--- src/sv/assert_macros.svh ---
// Assertion helpers included by the cache RTL.
`ifndef ASSERT_MACROS_SVH
`define ASSERT_MACROS_SVH

// The property must hold at every clock edge outside reset.
`define ASSERT_AT(lbl, clk, rst_n, prop) \
  lbl: assert property (@(posedge clk) disable iff (!rst_n) (prop)) \
    else $error("assertion failed");

// The expression must never be true outside reset.
`define ASSERT_NEVER(lbl, clk, rst_n, expr) \
  lbl: assert property (@(posedge clk) disable iff (!rst_n) !(expr)) \
    else $error("forbidden condition seen");

`endif

--- src/sv/cpc_pkg.sv ---
`default_nettype none

package cpc_pkg;

  // Default number of cache slots, and an unused limit.
  localparam int unsigned CpcDefaultSlots = 16;
  localparam int unsigned CpcMaxSlots     = 120;

  // Reset value of the active entries register.
  localparam logic [4:0] CpcActiveReset = 5'd16;

  // Command codes of an input transaction.
  localparam logic CMD_LOOKUP = 1'b0;
  localparam logic CMD_CLEAR  = 1'b1;

  // Sequencer states, one-hot.
  typedef enum logic [3:0] {
    ST_IDLE   = 4'b0001,
    ST_SEARCH = 4'b0010,
    ST_MISS   = 4'b0100,
    ST_RESP   = 4'b1000
  } cpc_state_e;

endpackage

`default_nettype wire

--- src/sv/cpc_ram.sv ---
`default_nettype none

// Simple dual-port RAM, one write and one registered read per cycle.
module cpc_ram #(
  parameter int unsigned Width = 48,
  parameter int unsigned Depth = 16,
  localparam int unsigned AddrW = (Depth > 1) ? $clog2(Depth) : 1
) (
  input  wire logic             clk_i,
  input  wire logic             we_i,
  input  wire logic [AddrW-1:0] waddr_i,
  input  wire logic [Width-1:0] wdata_i,
  input  wire logic             re_i,
  input  wire logic [AddrW-1:0] raddr_i,
  output logic      [Width-1:0] rdata_o
);

  logic [Width-1:0] mem_q [Depth];

  always_ff @(posedge clk_i) begin
    if (we_i) begin
      mem_q[waddr_i] <= wdata_i;
    end
    if (re_i) begin
      rdata_o <= mem_q[raddr_i];
    end
  end

endmodule

`default_nettype wire

--- src/sv/color_pair_cache_round_robin.sv ---
`default_nettype none

// Channel   Direction  Handshake                Payload
// input     in         in_valid_i / in_stall_o  command_i, background_color_i,
//                                               foreground_color_i
// output    out        out_valid_o / out_stall_i slot_index_o, hit_o
// config    in         cfg_we_i                 cfg_wdata_i (active entries)
//
// A lookup reads the single read port of the pair table once per filled slot,
// from the slot reported last, and compares the registered read data with the
// key; a hit ends the search, while a miss or an empty table writes the pair
// into a slot. A clear skips the search. The result then goes to the output
// register, and the next transaction can be accepted in the cycle after that.
// Reset empties the table logically (count zero); the table memory itself is
// never cleared, since only filled slots are read.
// A stalled output only holds the finished result; the next transaction is
// accepted while it waits, and the sequencer stalls only when a second result
// is ready and the output register is still occupied.

module color_pair_cache_round_robin
  import cpc_pkg::*;
#(
  parameter int unsigned SLOTS = CpcDefaultSlots
) (
  input  wire logic        clk_i,
  input  wire logic        rst_ni,
  input  wire logic        in_valid_i,
  output logic             in_stall_o,
  input  wire logic        command_i,
  input  wire logic [23:0] background_color_i,
  input  wire logic [23:0] foreground_color_i,
  output logic             out_valid_o,
  input  wire logic        out_stall_i,
  output logic [3:0]       slot_index_o,
  output logic             hit_o,
  input  wire logic        cfg_we_i,
  input  wire logic [4:0]  cfg_wdata_i
);

  `include "assert_macros.svh"

  // Index width of a slot, width of a count of slots, and a width that
  // holds an index plus one.
  localparam int unsigned IW = (SLOTS > 1) ? $clog2(SLOTS) : 1;
  localparam int unsigned CW = $clog2(SLOTS + 1);
  localparam int unsigned PW = IW + 1;
  localparam logic [7:0] SlotsConst = 8'(SLOTS);

  cpc_state_e state_q, state_d;

  logic [CW-1:0] cnt_q, cnt_d;
  logic [IW-1:0] rp_q, rp_d;
  logic [IW-1:0] lh_q, lh_d;
  logic [4:0]    act_q;

  logic [47:0]   key_q, key_d;
  logic [IW-1:0] ptr_q, ptr_d;
  logic [CW-1:0] iss_q, iss_d;
  logic          cmp_vld_q, cmp_vld_d;
  logic          cmp_last_q, cmp_last_d;
  logic [IW-1:0] cmp_slot_q, cmp_slot_d;
  logic [IW-1:0] res_slot_q, res_slot_d;
  logic          res_hit_q, res_hit_d;

  logic          out_vld_q, out_vld_d;
  logic [3:0]    out_slot_q, out_slot_d;
  logic          out_hit_q, out_hit_d;

  logic          in_acc;
  logic          out_free;
  logic          issue;
  logic          match;
  logic [PW-1:0] ptr_inc;
  logic [IW-1:0] ptr_wrap;
  logic [PW-1:0] rp_inc;
  logic [IW-1:0] rp_wrap;
  logic [7:0]    act_ext;
  logic [7:0]    eff_size;
  logic          room;
  logic [IW-1:0] new_rp;
  logic [IW+3:0] res_slot_ext;

  logic          ram_we;
  logic [47:0]   ram_rdata;

  assign in_stall_o   = (state_q != ST_IDLE);
  assign in_acc       = in_valid_i && (state_q == ST_IDLE);
  assign out_free     = !out_vld_q || !out_stall_i;
  assign out_valid_o  = out_vld_q;
  assign slot_index_o = out_slot_q;
  assign hit_o        = out_hit_q;

  // The search walks the filled slots, wrapping at the fill count.
  assign issue    = (state_q == ST_SEARCH) && (iss_q < cnt_q);
  assign ptr_inc  = PW'(ptr_q) + PW'(1);
  assign ptr_wrap = (ptr_inc == PW'(cnt_q)) ? '0 : ptr_inc[IW-1:0];
  assign match    = cmp_vld_q && (ram_rdata == key_q);

  // Effective table size: zero counts as one, and it never exceeds the
  // number of physical slots.
  assign act_ext  = 8'(act_q);
  always_comb begin
    if (act_ext == 8'd0) begin
      eff_size = 8'd1;
    end else if (act_ext > SlotsConst) begin
      eff_size = SlotsConst;
    end else begin
      eff_size = act_ext;
    end
  end

  // Replacement: fill the next free slot while there is room, otherwise
  // advance round-robin over all filled slots.
  assign room    = (8'(cnt_q) < eff_size);
  assign rp_inc  = PW'(rp_q) + PW'(1);
  assign rp_wrap = (rp_inc >= PW'(cnt_q)) ? '0 : rp_inc[IW-1:0];
  assign new_rp  = room ? IW'(cnt_q) : rp_wrap;
  assign ram_we  = (state_q == ST_MISS);

  assign res_slot_ext = {4'b0000, res_slot_q};

  always_comb begin
    state_d    = state_q;
    cnt_d      = cnt_q;
    rp_d       = rp_q;
    lh_d       = lh_q;
    key_d      = key_q;
    ptr_d      = ptr_q;
    iss_d      = iss_q;
    cmp_vld_d  = issue;
    cmp_last_d = cmp_last_q;
    cmp_slot_d = cmp_slot_q;
    res_slot_d = res_slot_q;
    res_hit_d  = res_hit_q;
    out_vld_d  = out_vld_q;
    out_slot_d = out_slot_q;
    out_hit_d  = out_hit_q;

    if (out_vld_q && !out_stall_i) begin
      out_vld_d = 1'b0;
    end

    if (issue) begin
      ptr_d      = ptr_wrap;
      iss_d      = iss_q + CW'(1);
      cmp_slot_d = ptr_q;
      cmp_last_d = ((iss_q + CW'(1)) == cnt_q);
    end

    case (state_q)
      ST_IDLE: begin
        if (in_acc) begin
          if (command_i == CMD_CLEAR) begin
            cnt_d      = '0;
            rp_d       = '0;
            lh_d       = '0;
            res_slot_d = '0;
            res_hit_d  = 1'b0;
            state_d    = ST_RESP;
          end else begin
            key_d   = {background_color_i, foreground_color_i};
            ptr_d   = (CW'(lh_q) < cnt_q) ? lh_q : '0;
            iss_d   = '0;
            state_d = (cnt_q == '0) ? ST_MISS : ST_SEARCH;
          end
        end
      end
      ST_SEARCH: begin
        if (match) begin
          res_slot_d = cmp_slot_q;
          res_hit_d  = 1'b1;
          lh_d       = cmp_slot_q;
          state_d    = ST_RESP;
        end else if (cmp_vld_q && cmp_last_q) begin
          state_d = ST_MISS;
        end
      end
      ST_MISS: begin
        rp_d = new_rp;
        if (room) begin
          cnt_d = cnt_q + CW'(1);
        end
        res_slot_d = new_rp;
        res_hit_d  = 1'b0;
        lh_d       = new_rp;
        state_d    = ST_RESP;
      end
      ST_RESP: begin
        if (out_free) begin
          out_vld_d  = 1'b1;
          out_slot_d = res_slot_ext[3:0];
          out_hit_d  = res_hit_q;
          state_d    = ST_IDLE;
        end
      end
      default: begin
        state_d = ST_IDLE;
      end
    endcase
  end

  always_ff @(posedge clk_i or negedge rst_ni) begin
    if (!rst_ni) begin
      state_q   <= ST_IDLE;
      cnt_q     <= '0;
      rp_q      <= '0;
      lh_q      <= '0;
      act_q     <= CpcActiveReset;
      cmp_vld_q <= 1'b0;
      out_vld_q <= 1'b0;
    end else begin
      state_q   <= state_d;
      cnt_q     <= cnt_d;
      rp_q      <= rp_d;
      lh_q      <= lh_d;
      cmp_vld_q <= cmp_vld_d;
      out_vld_q <= out_vld_d;
      if (cfg_we_i) begin
        act_q <= cfg_wdata_i;
      end
    end
  end

  always_ff @(posedge clk_i) begin
    key_q      <= key_d;
    ptr_q      <= ptr_d;
    iss_q      <= iss_d;
    cmp_last_q <= cmp_last_d;
    cmp_slot_q <= cmp_slot_d;
    res_slot_q <= res_slot_d;
    res_hit_q  <= res_hit_d;
    out_slot_q <= out_slot_d;
    out_hit_q  <= out_hit_d;
  end

  cpc_ram #(
    .Width (48),
    .Depth (SLOTS)
  ) u_table (
    .clk_i   (clk_i),
    .we_i    (ram_we),
    .waddr_i (new_rp),
    .wdata_i (key_q),
    .re_i    (issue),
    .raddr_i (ptr_q),
    .rdata_o (ram_rdata)
  );

  // The replace and last-hit pointers name a filled slot while any is filled.
  `ASSERT_AT(a_rp_in_range, clk_i, rst_ni, (cnt_q == '0) || (CW'(rp_q) < cnt_q))
  `ASSERT_AT(a_lh_in_range, clk_i, rst_ni, (lh_q == '0) || (CW'(lh_q) < cnt_q))
  // An accepted transaction always starts the sequencer.
  `ASSERT_AT(a_accept_busy, clk_i, rst_ni, in_acc |=> (state_q != ST_IDLE))
  // A fill always leaves at least one filled slot behind.
  `ASSERT_AT(a_miss_fills, clk_i, rst_ni, (state_q == ST_MISS) |=> (cnt_q != '0))
  // No compare is pending once the sequencer is back in idle.
  `ASSERT_NEVER(a_no_stale_cmp, clk_i, rst_ni, cmp_vld_q && (state_q == ST_IDLE))

endmodule

`default_nettype wire

--- config.mk ---
export PLATFORM = sky130hd
export DESIGN_NAME = color_pair_cache_round_robin
export DESIGN_NICKNAME = d
export VERILOG_FILES = /design/src/sv/cpc_pkg.sv /design/src/sv/cpc_ram.sv /design/src/sv/color_pair_cache_round_robin.sv
export VERILOG_INCLUDE_DIRS = /design/src /design/src/sv
export SDC_FILE = /design/constraint.sdc
export NUM_CORES = 1
export LEC_CHECK = 0
export BUFFER_PORTS_ARGS = -buffer_cell sky130_fd_sc_hd__clkbuf_2
export CORE_UTILIZATION = 62
export DETAILED_ROUTE_END_ITERATION = 8
export PLACE_DENSITY = 0.79
export SYNTH_ARGS = -nofsm -noshare
export SYNTH_HDL_FRONTEND = slang
export SYNTH_SLANG_ARGS = --single-unit
--- constraint.sdc ---
create_clock -name clk_i -period 9.2 [get_ports clk_i]
set_input_delay 0.92 -clock clk_i [delete_from_list [all_inputs] [get_ports clk_i]]
set_output_delay 0.92 -clock clk_i [all_outputs]
set_load 0.02 [all_outputs]
==> results by group <==
Drt
  • Vias: ~17,000
  • DRT antenna net count: 0
  • Uppermost layer routed: met5
  • Via density: approximately 6.7
  • Violation count after the first detailed-route iteration: 1,924
  • M1 wire length: about 29,000 microns
  • DR DRC count: 0
  • WL met2: about 40,000 microns
  • DRT Wirelength: roughly 78,000 microns
  • Met3 WL: ~6300 microns
  • Post-DR wirelength/cell: ~32 microns
  • Drt pass-1 iters: 6

Logic synthesis
  • Synth Register Bits: roughly 900
  • Synthesized area per cell: roughly 23 sq um
  • Mapped cell area: around 35,000 sq um
  • Ys async rst share: between 2 and 3%
  • Post-Syn Instances: around 1,500
  • Synthesized Nets: roughly 1,600
  • EDFF count, synth: 879
  • Warnings, synthesis: 0
  • Area share of the largest cell type after synthesis: 75.3%
  • Seq/Total Area, Yosys: 77.5%
  • Most used DFF post-synth: edfxtp_1
  • Yosys top cell by area: edfxtp_1
  • Library cells used by synthesis: 60
  • Largest cells by area after synthesis: edfxtp_1 (75%), mux4_2 (15%), dfrtp_1 (1.6%), xor2_1 (1.4%), ha_1 (0.79%)

Timing
  • Final setup viols: 0
  • TNS Setup: 0 ps
  • Tmin final: approximately 4600 ps
  • Clk_skew: around 32 ps
  • Worst Tran Pin Value: 1220 ps
  • Slew headroom: roughly 18%
  • F_max: around 220 MHz
  • Endpoints failing hold: 0
  • Unrepaired setup endpoints after global routing: no
  • Final worst slack: roughly 4600 ps
  • Tcrit/Tclk final: between 40 and 50%
  • Fin. max-slew vios: 0

Global route
  • Antenna violations before repair: 1
  • Overall Global Routing Usage: 28.3%
  • Vias in the first global route: 17,382
  • Largest net degree at the start of global routing: about 100
  • Total grt overflow: 0
  • First-pass GRT wire length: 114,000 microns

Layout
  • Fillers: roughly 3,200
  • Layout area overhead: 11.7%
  • Non-filler cells, final: between 2,000 and 2,500
  • Share of cells above drive strength 1: roughly 29%
  • Most used cells in the layout excluding fill and tap cells: edfxtp_1 (879), mux4_2 (240), clkbuf_16 (91)
  • Core Util, Final: 70.5%
  • Leading cell type in the layout, fill and taps excluded: edfxtp_1
  • # diodes: 0
  • Layout net count: 1,724

Die
  • Die Width: 240 microns
  • Io pins: 66
  • Core footprint: between 50,000 and 60,000 sq um
  • Die Ht: roughly 240 microns
  • Number of placement rows: 86
  • Die Footprint: around 57,000 sq um
  • Starting density of the core: 63.1%

Setup path
  • Crit. End Element: flip-flop
  • CP Max Fanout: 37
  • Data required, critical path: around 9500 ps
  • CP Launch Type: flip-flop
  • Arrival time at the worst endpoint: slightly below 5000 ps
  • Critical path class: reg2reg

Flow run
  • Max Cap Violations: 0

Power and ir drop
  • Leak Pwr: between 10 and 15 nW
  • Pwr dens: 260 nW/um^2
  • Peak supply drop: between 0.0002 and 0.00025 V

Clock network
  • Reg clk slew, reported paths: around 60 ps
  • Clk sinks: around 900
  • H-tree depth: 3
  • Maximum clock path buffer count: 3
  • CTS resizes: 0
  • Post-CTS Setup Bufs: 0
  • Worst-Skew Late Latency: between 600 and 700 ps
  • Root buf cell: clkbuf_16
  • CTS tree: done
  • CTS Buf Count: 88
  • Hold buffers post-CTS: 0

Place
  • I/O Buffers: 65
  • Routability cong.: slightly below 0.9
  • Pre-CTS WS: ~4700 ps
  • Post-DP HPWL: about 36,000 microns
  • Placed cells: about 2,300

Status
  • Status: completed

Hold path
  • Hold/Removal Path Class: in2async
-- cells by family after synthesis --
family | share of synthesized area (%)
adder cells (fa/ha/maj) | 0.785
flip-flops | 77.5
multiplexers | 15.6
buffers and inverters | 0.921
XOR/XNOR | 1.65
AO/OA/AOI/OAI | 1.58
AND/OR/NAND/NOR | 1.92
-- critical path: stages, from the launching register on --
cell and delay [ps]:
dfrtp_1 500, ha_1 280, xor2_1 380, ha_1 330, a21oi_1 160, o21ai_0 150
a311oi_1 440, mux2i_1 340, a211o_1 430, nor2_4 410, buf_4 700
-- sequential cells by signal (all words and copies together), names as in the netlist --
name / cells
key_q: 48
lh_q: 4
iss_q: 5
slot_index_o: 4
act_q: 5
res_slot_q: 4
u_table.mem_q: 768
rp_q: 4
u_table.rdata_o: 48
res_hit_q: 1
cmp_last_q: 1
ptr_q: 4
out_valid_o: 1
cnt_q: 5
cmp_slot_q: 4
hit_o: 1
cmp_vld_q: 1
state_q: 4
-- final timing paths --
kind | cells after the start | slack, ps | startpoint | endpoint
min in group clk_i | 0 | 420 | res_slot_q[2] | slot_index_o[2]
worst max-delay path | 10 | 4640 | rp_q[0] | u_table.mem_q[3][34]
max in group asynchronous | 1 | 8440 | rst_ni | lh_q[2]
worst min register to register | 0 | 420 | res_slot_q[2] | slot_index_o[2]
worst min-delay path | 1 | 310 | rst_ni | rp_q[1]
worst max register to register | 10 | 4640 | rp_q[0] | u_table.mem_q[3][34]
-- synth_stat cells, drive strengths merged (2+ instances only) --
cell type  instances
a211o              2
a211oi             2
a21o              10
a21oi             11
a221o              2
a22o               2
a31oi              6
and3               4
and3b              2
buf               32
clkbuf            36
clkinv             2
dfrtp             22
dfstp              2
dfxtp              9
edfxtp           879
ha                22
inv                8
mux2               5
mux4             240
nand2             30
nand2b             3
nand3             11
nand3b             3
nand4              3
nor2              30
nor2b              5
nor3              12
nor4              15
nor4b              2
o211a              4
o21a               7
o21ai             16
o31ai              3
o32a               5
or2                2
xnor2             10
xor2              56
-- where the power goes --
part           switching [W]  internal [W]  leakage (nW)  total, W
logic               0.000669      0.000874          2.66   0.00154
registers           0.000335       0.00478          8.30   0.00511
clock network        0.00152       0.00199          1.35   0.00351
total                0.00253       0.00764          12.3    0.0102
-- area by class of cell --
type	count	area, sq um	share of cell area (%)
inverter	10	37.5	0.0959
timing repair buffer	92	541	1.38
clock inverter	45	397	1.01
multi-input combinational	539	7670	19.6
sequential	912	27200	69.5
tap	748	936	2.39
clock buffer	115	2380	6.07
-- layer usage --
metal  up-vias  global-route usage (%)
li1       6676                       -
met1      8684                    37.8
met2       970                    47.5
met3       188                    4.82
met4         2                    10.5
met5         -                       0
-- stage by stage --
| step | power, W | area (sq um) | hold WS, ps |
|---|---|---|---|
| after floorplan | 0.00628 | 35100 | 400 |
| after CTS | 0.0102 | 39200 | 307 |
| after global routing | 0.0105 | 39200 | 356 |
| after global placement | 0.00667 | 36400 | 411 |
| final | 0.0102 | 39200 | 309 |
| after detailed placement | 0.00672 | 36400 | 407 |
(Power assumes the default switching activity.)
